===== src/rtl/core/vmsrd_pkg.sv =====
`default_nettype none
// ----------------------------------------------------------------------------
// vmsrd_pkg
// Shared types and constants for the record stream deframer.
// ----------------------------------------------------------------------------
package vmsrd_pkg;

    // request actions
    localparam logic [1:0] ACT_DATA      = 2'd0;
    localparam logic [1:0] ACT_BUF_START = 2'd1;
    localparam logic [1:0] ACT_NEW_FILE  = 2'd2;

    // record format codes
    localparam logic [2:0] FMT_FIXED     = 3'd0;
    localparam logic [2:0] FMT_VARIABLE  = 3'd1;
    localparam logic [2:0] FMT_VFC       = 3'd2;
    localparam logic [2:0] FMT_STREAM    = 3'd3;
    localparam logic [2:0] FMT_STREAM_CR = 3'd4;

    // configuration register indexes
    localparam logic [1:0] REG_RECORD_FORMAT = 2'd0;
    localparam logic [1:0] REG_FILE_SIZE     = 2'd1;
    localparam logic [1:0] REG_VFC_HDR_SIZE  = 2'd2;
    localparam logic [1:0] REG_BINARY_MODE   = 2'd3;

    localparam logic [7:0] CHAR_CR = 8'h0D;
    localparam logic [7:0] CHAR_LF = 8'h0A;

    localparam logic [7:0] VFC_HDR_RESET = 8'd2;

    localparam int OUT_DEPTH = 4;

    typedef enum logic [2:0] {
        PH_LEN_LO = 3'd0,
        PH_LEN_HI = 3'd1,
        PH_HDR    = 3'd2,
        PH_DATA   = 3'd3,
        PH_PAD    = 3'd4
    } phase_t;

    typedef struct packed {
        logic [31:0] bytes_consumed;
        logic [15:0] record_remaining;
        phase_t      parse_phase;
        logic [7:0]  length_low_byte;
        logic [7:0]  header_skip_left;
        logic        buffer_offset_odd;
    } state_t;

    typedef struct packed {
        logic [2:0]  record_format;
        logic [31:0] file_size;
        logic [7:0]  vfc_header_size;
        logic        binary_mode;
    } cfg_t;

    typedef struct packed {
        logic [7:0] out_byte;
        logic       format_error;
        logic       last_of_run;
    } result_t;

    typedef struct packed {
        logic [1:0] count;
        result_t    res0;
        result_t    res1;
    } step_res_t;

endpackage
`default_nettype wire


===== src/rtl/core/vms_record_stream_deframer.sv =====
`default_nettype none
// ----------------------------------------------------------------------------
// vms_record_stream_deframer
// Converts record-structured file bytes into a plain output byte stream.
// ----------------------------------------------------------------------------
//  channel   signals                          direction
//  in        in_valid/in_ready, action,       request into block
//            data_byte
//  out       out_valid/out_ready, out_byte,   result out of block
//            format_error, last_of_run
//  cfg       cfg_wr_en, cfg_index, cfg_data   register write, no handshake
//
//  One request per cycle while in_ready is high; its parse work completes in
//  the accept cycle and the results are registered into a result queue of
//  OUT_DEPTH entries. A request that passes a byte and adds a newline gives
//  two results; the queue's one read port sets the output rate.
//  in_ready drops while the queue has fewer than two free entries.
//  Reset clears parse state and queue; vfc_header_size resets to 2.
// ----------------------------------------------------------------------------
module vms_record_stream_deframer #(
    parameter int OUT_DEPTH = vmsrd_pkg::OUT_DEPTH
) (
    input  wire logic        clk,
    input  wire logic        rst_n,
    input  wire logic        in_valid,
    output logic             in_ready,
    input  wire logic [1:0]  action,
    input  wire logic [7:0]  data_byte,
    output logic             out_valid,
    input  wire logic        out_ready,
    output logic [7:0]       out_byte,
    output logic             format_error,
    output logic             last_of_run,
    input  wire logic        cfg_wr_en,
    input  wire logic [1:0]  cfg_index,
    input  wire logic [31:0] cfg_data
);

    vmsrd_pkg::cfg_t      cfg_reg;
    vmsrd_pkg::state_t    state_reg, state_next;
    vmsrd_pkg::step_res_t step_res;
    vmsrd_pkg::result_t   head;
    logic                 in_accept;
    logic                 space2;
    logic [$clog2(OUT_DEPTH+1)-1:0] level;

    assign in_ready  = space2;
    assign in_accept = in_valid && in_ready;

    always_ff @(posedge clk or negedge rst_n)
    begin
        if (!rst_n)
        begin
            cfg_reg.record_format   <= vmsrd_pkg::FMT_FIXED;
            cfg_reg.file_size       <= 32'd0;
            cfg_reg.vfc_header_size <= vmsrd_pkg::VFC_HDR_RESET;
            cfg_reg.binary_mode     <= 1'b0;
        end
        else if (cfg_wr_en)
        begin
            case (cfg_index)
                vmsrd_pkg::REG_RECORD_FORMAT: cfg_reg.record_format   <= cfg_data[2:0];
                vmsrd_pkg::REG_FILE_SIZE:     cfg_reg.file_size       <= cfg_data;
                vmsrd_pkg::REG_VFC_HDR_SIZE:  cfg_reg.vfc_header_size <= cfg_data[7:0];
                vmsrd_pkg::REG_BINARY_MODE:   cfg_reg.binary_mode     <= cfg_data[0];
                default: ;
            endcase
        end
    end

    vmsrd_step u_step (
        .action    (action),
        .data_byte (data_byte),
        .cfg       (cfg_reg),
        .st        (state_reg),
        .st_next   (state_next),
        .res       (step_res)
    );

    always_ff @(posedge clk or negedge rst_n)
    begin
        if (!rst_n)
        begin
            state_reg.bytes_consumed    <= 32'd0;
            state_reg.record_remaining  <= 16'd0;
            state_reg.parse_phase       <= vmsrd_pkg::PH_LEN_LO;
            state_reg.length_low_byte   <= 8'd0;
            state_reg.header_skip_left  <= 8'd0;
            state_reg.buffer_offset_odd <= 1'b0;
        end
        else if (in_accept)
        begin
            state_reg <= state_next;
        end
    end

    vmsrd_outq #(
        .DEPTH (OUT_DEPTH)
    ) u_outq (
        .clk     (clk),
        .rst_n   (rst_n),
        .push    (step_res),
        .push_en (in_accept),
        .space2  (space2),
        .valid   (out_valid),
        .pop     (out_ready),
        .head    (head),
        .level   (level)
    );

    assign out_byte     = head.out_byte;
    assign format_error = head.format_error;
    assign last_of_run  = head.last_of_run;

`ifndef SYNTH
    a_level_bound: assert property (@(posedge clk) disable iff (!rst_n)
        level <= ($clog2(OUT_DEPTH+1))'(OUT_DEPTH))
        else $error("result queue overfilled");

    a_err_result: assert property (@(posedge clk) disable iff (!rst_n)
        out_valid && format_error |-> out_byte == 8'd0 && last_of_run)
        else $error("error result malformed");

    a_new_file_clears: assert property (@(posedge clk) disable iff (!rst_n)
        in_accept && action == vmsrd_pkg::ACT_NEW_FILE |=> state_reg.bytes_consumed == 32'd0)
        else $error("byte count not cleared on new file");

    a_count_monotonic: assert property (@(posedge clk) disable iff (!rst_n)
        in_accept && action != vmsrd_pkg::ACT_NEW_FILE
        |=> state_reg.bytes_consumed >= $past(state_reg.bytes_consumed))
        else $error("byte count went backwards");
`endif

endmodule
`default_nettype wire


===== src/rtl/core/vmsrd_step.sv =====
`default_nettype none
// ----------------------------------------------------------------------------
// vmsrd_step
// Per-byte parse logic: next state and up to two result items.
// ----------------------------------------------------------------------------
module vmsrd_step (
    input  wire logic [1:0]         action,
    input  wire logic [7:0]         data_byte,
    input  wire vmsrd_pkg::cfg_t    cfg,
    input  wire vmsrd_pkg::state_t  st,
    output vmsrd_pkg::state_t       st_next,
    output vmsrd_pkg::step_res_t    res
);

    logic        cur_odd;
    logic        next_odd;
    logic        pb_en;
    logic [7:0]  pb_val;
    logic        pb_err;
    logic        nl_en;
    logic [15:0] len;
    logic [15:0] hdr_ext;
    logic [15:0] rem_new;
    logic [7:0]  hdr_new;
    logic [7:0]  hdr_dec;
    logic [15:0] rem_dec;

    assign len     = {data_byte, st.length_low_byte};
    assign hdr_ext = {8'd0, cfg.vfc_header_size};
    assign hdr_dec = (st.header_skip_left != 8'd0) ? st.header_skip_left - 8'd1 : 8'd0;
    assign rem_dec = (st.record_remaining != 16'd0) ? st.record_remaining - 16'd1 : 16'd0;

    always_comb
    begin
        st_next  = st;
        pb_en    = 1'b0;
        pb_val   = data_byte;
        pb_err   = 1'b0;
        nl_en    = 1'b0;
        rem_new  = 16'd0;
        hdr_new  = 8'd0;
        cur_odd  = (action == vmsrd_pkg::ACT_BUF_START) ? 1'b0 : st.buffer_offset_odd;
        next_odd = ~cur_odd;

        case (action)
            vmsrd_pkg::ACT_NEW_FILE:
            begin
                st_next.bytes_consumed   = 32'd0;
                st_next.record_remaining = 16'd0;
                st_next.parse_phase      = vmsrd_pkg::PH_LEN_LO;
                st_next.length_low_byte  = 8'd0;
                st_next.header_skip_left = 8'd0;
            end
            vmsrd_pkg::ACT_DATA, vmsrd_pkg::ACT_BUF_START:
            begin
                st_next.buffer_offset_odd = next_odd;
                if (st.bytes_consumed < cfg.file_size)
                begin
                    st_next.bytes_consumed = st.bytes_consumed + 32'd1;
                    case (cfg.record_format)
                        vmsrd_pkg::FMT_FIXED, vmsrd_pkg::FMT_STREAM:
                        begin
                            pb_en = 1'b1;
                        end
                        vmsrd_pkg::FMT_STREAM_CR:
                        begin
                            pb_en = 1'b1;
                            if (data_byte == vmsrd_pkg::CHAR_CR && !cfg.binary_mode)
                                pb_val = vmsrd_pkg::CHAR_LF;
                        end
                        vmsrd_pkg::FMT_VARIABLE, vmsrd_pkg::FMT_VFC:
                        begin
                            case (st.parse_phase)
                                vmsrd_pkg::PH_LEN_HI:
                                begin
                                    pb_en = cfg.binary_mode;
                                    if (cfg.record_format == vmsrd_pkg::FMT_VFC)
                                    begin
                                        hdr_new = cfg.vfc_header_size;
                                        rem_new = (len > hdr_ext) ? len - hdr_ext : 16'd0;
                                    end
                                    else
                                    begin
                                        hdr_new = 8'd0;
                                        rem_new = len;
                                    end
                                    st_next.header_skip_left = hdr_new;
                                    st_next.record_remaining = rem_new;
                                    if (hdr_new != 8'd0)
                                        st_next.parse_phase = vmsrd_pkg::PH_HDR;
                                    else if (rem_new != 16'd0)
                                        st_next.parse_phase = vmsrd_pkg::PH_DATA;
                                    else
                                    begin
                                        nl_en = ~cfg.binary_mode;
                                        st_next.parse_phase = next_odd ? vmsrd_pkg::PH_PAD
                                                                       : vmsrd_pkg::PH_LEN_LO;
                                    end
                                end
                                vmsrd_pkg::PH_HDR:
                                begin
                                    pb_en = cfg.binary_mode;
                                    st_next.header_skip_left = hdr_dec;
                                    if (hdr_dec == 8'd0)
                                    begin
                                        if (st.record_remaining != 16'd0)
                                            st_next.parse_phase = vmsrd_pkg::PH_DATA;
                                        else
                                        begin
                                            nl_en = ~cfg.binary_mode;
                                            st_next.parse_phase = next_odd ? vmsrd_pkg::PH_PAD
                                                                           : vmsrd_pkg::PH_LEN_LO;
                                        end
                                    end
                                end
                                vmsrd_pkg::PH_DATA:
                                begin
                                    pb_en = 1'b1;
                                    st_next.record_remaining = rem_dec;
                                    if (rem_dec == 16'd0)
                                    begin
                                        nl_en = ~cfg.binary_mode;
                                        st_next.parse_phase = next_odd ? vmsrd_pkg::PH_PAD
                                                                       : vmsrd_pkg::PH_LEN_LO;
                                    end
                                end
                                vmsrd_pkg::PH_PAD:
                                begin
                                    pb_en = cfg.binary_mode;
                                    st_next.parse_phase = vmsrd_pkg::PH_LEN_LO;
                                end
                                default:
                                begin
                                    // PH_LEN_LO and unknown phase codes take the length low byte
                                    pb_en = cfg.binary_mode;
                                    st_next.length_low_byte = data_byte;
                                    st_next.parse_phase     = vmsrd_pkg::PH_LEN_HI;
                                end
                            endcase
                        end
                        default:
                        begin
                            pb_en  = 1'b1;
                            pb_val = 8'd0;
                            pb_err = 1'b1;
                        end
                    endcase
                end
            end
            default:
            begin
                // unused action: hold everything
            end
        endcase
    end

    // byte first, newline second
    always_comb
    begin
        res.count = {1'b0, pb_en} + {1'b0, nl_en};
        res.res0.out_byte     = pb_en ? pb_val : vmsrd_pkg::CHAR_LF;
        res.res0.format_error = pb_en & pb_err;
        res.res0.last_of_run  = ~(pb_en & nl_en);
        res.res1.out_byte     = vmsrd_pkg::CHAR_LF;
        res.res1.format_error = 1'b0;
        res.res1.last_of_run  = 1'b1;
    end

endmodule
`default_nettype wire


===== src/rtl/core/vmsrd_outq.sv =====
`default_nettype none
// ----------------------------------------------------------------------------
// vmsrd_outq
// Small result queue: takes up to two results a cycle, gives one a cycle while pop is high.
// ----------------------------------------------------------------------------
module vmsrd_outq #(
    parameter int DEPTH = vmsrd_pkg::OUT_DEPTH
) (
    input  wire logic                clk,
    input  wire logic                rst_n,
    input  wire vmsrd_pkg::step_res_t push,
    input  wire logic                push_en,
    output logic                     space2,
    output logic                     valid,
    input  wire logic                pop,
    output vmsrd_pkg::result_t       head,
    output logic [$clog2(DEPTH+1)-1:0] level
);

    localparam int PW = (DEPTH > 1) ? $clog2(DEPTH) : 1;
    localparam int CW = $clog2(DEPTH + 1);
    localparam logic [PW-1:0] LAST_PTR = PW'(DEPTH - 1);

    vmsrd_pkg::result_t mem [DEPTH];

    logic [PW-1:0] wr_ptr_reg, wr_ptr_next;
    logic [PW-1:0] rd_ptr_reg, rd_ptr_next;
    logic [CW-1:0] count_reg, count_next;
    logic [PW-1:0] wr_ptr_p1;
    logic [PW-1:0] wr_ptr_p2;
    logic [1:0]    n_push;

    function automatic logic [PW-1:0] ptr_inc(input logic [PW-1:0] p);
        ptr_inc = (p == LAST_PTR) ? '0 : p + PW'(1);
    endfunction

    assign n_push    = push_en ? push.count : 2'd0;
    assign wr_ptr_p1 = ptr_inc(wr_ptr_reg);
    assign wr_ptr_p2 = ptr_inc(wr_ptr_p1);

    assign valid  = (count_reg != '0);
    assign head   = mem[rd_ptr_reg];
    assign space2 = (count_reg <= CW'(DEPTH - 2));
    assign level  = count_reg;

    always_comb
    begin
        wr_ptr_next = wr_ptr_reg;
        case (n_push)
            2'd1:    wr_ptr_next = wr_ptr_p1;
            2'd2:    wr_ptr_next = wr_ptr_p2;
            default: wr_ptr_next = wr_ptr_reg;
        endcase
        rd_ptr_next = (pop && valid) ? ptr_inc(rd_ptr_reg) : rd_ptr_reg;
        count_next  = count_reg + CW'(n_push) - CW'(pop && valid);
    end

    always_ff @(posedge clk or negedge rst_n)
    begin
        if (!rst_n)
        begin
            wr_ptr_reg <= '0;
            rd_ptr_reg <= '0;
            count_reg  <= '0;
        end
        else
        begin
            wr_ptr_reg <= wr_ptr_next;
            rd_ptr_reg <= rd_ptr_next;
            count_reg  <= count_next;
        end
    end

    always_ff @(posedge clk)
    begin
        if (n_push != 2'd0)
            mem[wr_ptr_reg] <= push.res0;
        if (n_push == 2'd2)
            mem[wr_ptr_p1] <= push.res1;
    end

endmodule
`default_nettype wire


===== config.mk =====
export PLATFORM = sky130hd
export DESIGN_NAME = vms_record_stream_deframer
export DESIGN_NICKNAME = d
export VERILOG_FILES = /design/src/rtl/core/vmsrd_pkg.sv /design/src/rtl/core/vms_record_stream_deframer.sv /design/src/rtl/core/vmsrd_step.sv /design/src/rtl/core/vmsrd_outq.sv
export SDC_FILE = /design/constraint.sdc
export NUM_CORES = 1
export LEC_CHECK = 0
export ABC_AREA = 1
export BUFFER_PORTS_ARGS = -buffer_cell sky130_fd_sc_hd__buf_2
export CORE_AREA = 10 10 168 170
export CTS_BUF_LIST = sky130_fd_sc_hd__clkbuf_8
export CTS_CLUSTER_DIAMETER = 50
export DETAILED_ROUTE_END_ITERATION = 12
export DIE_AREA = 0 0 178 180
export GPL_TIMING_DRIVEN = 0
export PLACE_DENSITY = 0.66
export SKIP_LAST_GASP = 1
export SLEW_MARGIN = 20
export SYNTH_ARGS = -nofsm -noshare
export SYNTH_HDL_FRONTEND = slang
export SYNTH_HIERARCHICAL = 1
export SYNTH_SLANG_ARGS = --single-unit
export TNS_END_PERCENT = 30

===== constraint.sdc =====
create_clock -name clk -period 4.2 [get_ports clk]
set_input_delay 0 -clock clk [delete_from_list [all_inputs] [get_ports clk]]
set_output_delay 0 -clock clk [all_outputs]
set_load 0.05 [all_outputs]

# After elaboration in Yosys (flattened, before gate mapping)
# Memories as Yosys holds them, arrays and structs flattened.
# Cells that the tools add are included.
[op_classes]
addsub = 10
magnitude_cmp = 3
n_eq_ne = 26
muxes = 57
bitwise = 5
n_reduce_logical = 32
[op_table]
columns = ["operator", "count"]
rows = [
  ["case mux 67 bit (2 select lines)", 1],
  ["2-to-1 mux 16 bit", 7],
  ["2-to-1 mux 8 bit", 11],
  ["2-to-1 mux 67 bit", 1],
  ["2-to-1 mux 35 bit", 1],
  ["adder 32 x 1 -> 32 bit, second input constant", 1],
  ["< comparator 32 bit", 1],
  ["case mux 16 bit (2 select lines)", 1],
  ["case mux 8 bit (2 select lines)", 2],
  ["nonzero test 16 bit", 2],
  ["2-to-1 mux 1 bit", 20],
  ["2-to-1 mux 3 bit", 6],
  ["> comparator 16 x 8 -> 1 bit", 1],
  ["zero test 16 bit", 1],
  ["nonzero test 8 bit", 2],
  ["subtractor 16 x 1 -> 16 bit, second input constant", 1],
  ["subtractor 16 x 8 -> 16 bit", 1],
  ["AND reduction 5 bit", 3],
  ["equality test 2 bit, second input constant", 7],
  ["equality test 3 x 2 -> 1 bit, second input constant", 4],
  ["case mux 3 bit (4 select lines)", 1],
  ["AND reduction 2 bit", 5],
  ["equality test 8 x 4 -> 1 bit, second input constant", 1],
  ["zero test 8 bit", 1],
  ["29 further kinds", 51],
]
[word_totals]
register_bits = 119
mem_bits_rw = 40
in_bits = 49
output_inout_bits = 12
wordCells = 147
n_memories = 1
[mem_list]
columns = ["name", "words", "width", "read_ports", "rd_clocked_by_memory_dff", "wr", "line", "text"]
rows = [
  ["u_outq.mem", 4, 10, 1, 0, 2, "vmsrd_outq.sv:24", "vmsrd_pkg::result_t mem [DEPTH];"],
]

# Logic depth before layout (Yosys ltp)
[logic_depth]
ltp_word = 19
ltp_mapped = 27
mapped_depth_nobuf = 27

# Hierarchy
# The synthesis kept the hierarchy.
[by_module_without_submodules]
columns = ["mod", "n_inst", "cells_per_inst", "area_per_inst_um2", "seq_area_each_um2"]
rows = [
  ["vmsrd_step", 1, 1058, 5365.1, 0.0],
  ["vms_record_stream_deframer", 1, 487, 4385.5, 2803.9],
  ["vmsrd_outq", 1, 260, 2433.6, 1376.3],
]

# Worst setup path after synthesis
# Ideal clock, no wire load.
[synth_path]
path_kind = "reg-to-reg"
startpoint = "register state_reg[9] (netlist bit)"
endpoint = "memory u_outq/mem[3][0] (netlist bit) (enable)"
setup_time_ns = 0.391
arrival_ns = 3.433
required_time_ns = 3.809
slack_ns = 0.376
stages_incl_launch_ff = 24
path_buffers = 0
period_less_slack_ns = 3.824
cell_sequence = "dfrtp_1 inv_1 ha_1 fa_1 inv_1 nand3_1 nand2_1 nand2_2 nand2_2 nand2_4 nand3_4 nand3_1 nand2_1 nor2_1 nand2_1 inv_2 nand3_1 nand2_1 nand2_1 nor3_2 ha_1 nand2_1 ha_1 o21ai_0"
[synth_rtl]
columns = ["element", "line", "text"]
rows = [
  ["start: declaration", "vms_record_stream_deframer.sv:40", "vmsrd_pkg::state_t state_reg, state_next;"],
  ["start signal: assignment", "vms_record_stream_deframer.sv:93", "state_reg <= state_next;"],
  ["end: declaration", "vmsrd_outq.sv:24", ""],
]

==> flow_summary.ini <==
[run_status]
status = finished, violations left
violations = hold timing

[synth]
synthesis.area_mm2 = 0.0122
synth_top_area_share_pct = 24.2
synthTopCellsByArea = dfrtp_1, nand2_1, edfxtp_1
synth.avg_cell_area_um2 = 6.75
ys_seq_elements = 159
seq_area_frac_synth_pct = 34.3
synth_top_area_cell = dfrtp_1
syn_inst = 1805
ys_warn_count = 6
async_reset_ff_share_pct = 74.8
synth.distinct_cells = 56
synth_edf_count = 40
synth_flop_cell = dfrtp_1

[die]
fp-row-count = 58
core-area_mm2 = 0.0249
start_util_pct = 48.9
dieArea_mm2 = 0.0320
top_level_ports = 61
die_h_um = 180
die_w_um = 178

[final_layout]
fin_nets = 2072
final_common_cell = nand2_1
multiInputGateArea_mm2 = 0.00704
area.sequential_mm2 = 0.00419
nFillCells = 2392
area_delta_synth_final_pct = 17.9
layout_common_cells = nand2_1, inv_1, nor2_1, dfrtp_1, o21ai_0
final_layout_size_suffix_gt1_share_pct = 15.1
largest_reg_flops = 68

[detailed_routing]
drc = 0
vias = 12400
first_iter_violations = 1041
first_pass_iters = 5
vias_per_cell = 5.39
drtAntennaViolNets = 0
wl_per_cell_um = 16.7
finalWirelength_mm = 38.6

[sta]
worst_pin_slew_ns = 0.705
setup_slack_ns = 0.179
drv_slew = 0
finalHoldViolCount = 2
fin_tns_setup_ns = 0
setup_viol = 0
whs_ns = -0.00483
timing.slew.headroom_pct = 53.0
fmaxAchievable_ghz = 0.249
fin_crit_ns = 4.02
final.setup_skew_ns = 0.0246
period_share_pct = 95.7

[cts]
cts-buffers-inserted = 17
cts_tree = built
cts_sinks = 159
htree_levels = 4
root_buffer = clkbuf_8
clkLatencyLatePin_ns = 0.48
cts.path.max_buffers = 2
clk_pin_slew_ns = 0.11

[worst_hold_path]
hp-class = primary input to async pin

[pwr]
peakVddDrop_mv = 0.606
p_leak_nw = 7.01
p_per_area_mw_per_mm2 = 567
p_total_w = 0.00814

[setup_path]
worstReg2RegStart = cfg_reg[4]
cp.required_ns = 4.56
critPathLaunchType = flop
end_kind = flop
reg2reg_slack_ns = 0.18
r2r-end = u_outq/level[1]
worst_r2r_path_depth = 23
path_class = flop to flop
cp_max_fo = 8
arrival_ns = 4.38

[place]
io_buffers = 59
preCtsSetupSlack_ns = -0.648
place_hpwl_mm = 28.2
place.gp.congestion = 0.950

[global_route]
grt_max_degree = 74
grt_first_pass_wirelength_mm = 62.1
grt_pass1_vias = 11800
antenna_found_initial = 2
grt_usage_pct = 23.9
overflow = 0

[run]
maxCapViolations = 0
==> layer usage <==
layer	vias up	GRT usage (%)	share of wire, %
li1	6181	-	-
met3	71	2.89	5.1
met1	5843	29.9	43
met2	350	41.1	49
met5	-	0	0
met4	0	8.97	2.9
==> through the flow <==
step | cells | hold WS [ns] | util (%) | area (um2)
2_1_floorplan | 1813 | -0.296 | - | 12200
3_3_place_gp | 2202 | 0.259 | 51.9 | 12900
3_5_place_dp | 2206 | -0.0693 | 52.2 | 13000
4_1_cts | 2291 | 0.00187 | 56.5 | 14100
5_1_grt | 2310 | 0.0181 | 57.7 | 14400
6_report | 2310 | -0.00483 | 57.7 | 14400
==> synthesized netlist by cell type (all sizes together) (3+ instances only) <==
master,n
a21boi,5
a21oi,48
a31oi,4
buf,58
clkbuf,20
dfrtp,118
edfxtp,40
ha,56
inv,203
nand2,672
nand3,111
nand3b,3
nand4,72
nor2,152
nor3,30
nor4,8
o21ai,143
o22a,3
o22ai,18
xnor2,3
xor2,14
==> logic make-up after synthesis <==
logic type	count (synthesis)	share of synthesized area [%]
AO/OA/AOI/OAI	231	10.3
XOR/XNOR	17	1.22
adder cells (fa/ha/maj)	58	6.08
buffers and inverters	283	10.1
flip-flops	159	34.3
other	2	0.0616
AND/OR/NAND/NOR	1055	37.9
==> worst max-delay path, cell delays in order (launching register included) <==
cell,delay [ns]
dfrtp_2,0.48
inv_1,0.08
ha_2,0.32
a21oi_2,0.21
nand2_2,0.08
nand2_2,0.10
nand2_2,0.07
nand2_4,0.09
nand3_4,0.18
nand3_4,0.15
nand2_1,0.06
nor2_1,0.10
nand2_1,0.11
inv_2,0.09
nand3_1,0.08
nand2_2,0.09
nand2_2,0.07
nor3_4,0.23
ha_1,0.30
nand2_2,0.12
ha_1,0.24
inv_1,0.06
ha_2,0.17
fa_2,0.42
==> layout make-up <==
type	count	area share, %
antenna	2	0.0348
buffer	78	3.39
clock buffer	17	1.63
clock inverter	15	1.39
inverter	205	5.36
multi-input combinational	1372	49.0
sequential	159	29.2
tap	330	2.88
timing repair buffer	132	7.14
==> repair_timing <==
item	in CTS	in global routing
buffers inserted	6	17
gates resized for setup	28	44
endpoints found under the hold margin	164	0
gates cloned	1	0
setup endpoints to repair	79	80
hold buffers	46	0
pin swaps	3	15
==> how the worst max path moves through the flow <==
stage                      start          endpoint  slack (ns)  cells past startpoint
floorplan           state_reg[9]  u_outq/mem[3][0]        0.38                     23
global placement      cfg_reg[8]  u_outq/mem[0][1]       -1.05                     21
detailed placement    cfg_reg[8]  u_outq/mem[2][8]       -0.65                     24
CTS                   cfg_reg[1]  u_outq/mem[3][6]       0.006                     24
global route          cfg_reg[3]   u_outq/level[1]       -0.03                     24
finish                cfg_reg[4]   u_outq/level[1]        0.18                     23
==> where the power goes <==
group	leakage, nW	switching, W	internal, W
sequential	1.92	0.000266	0.00185
clock	0.214	0.000776	0.000476
combinational	4.88	0.00323	0.00154
Power figures use the tool's default switching activity.
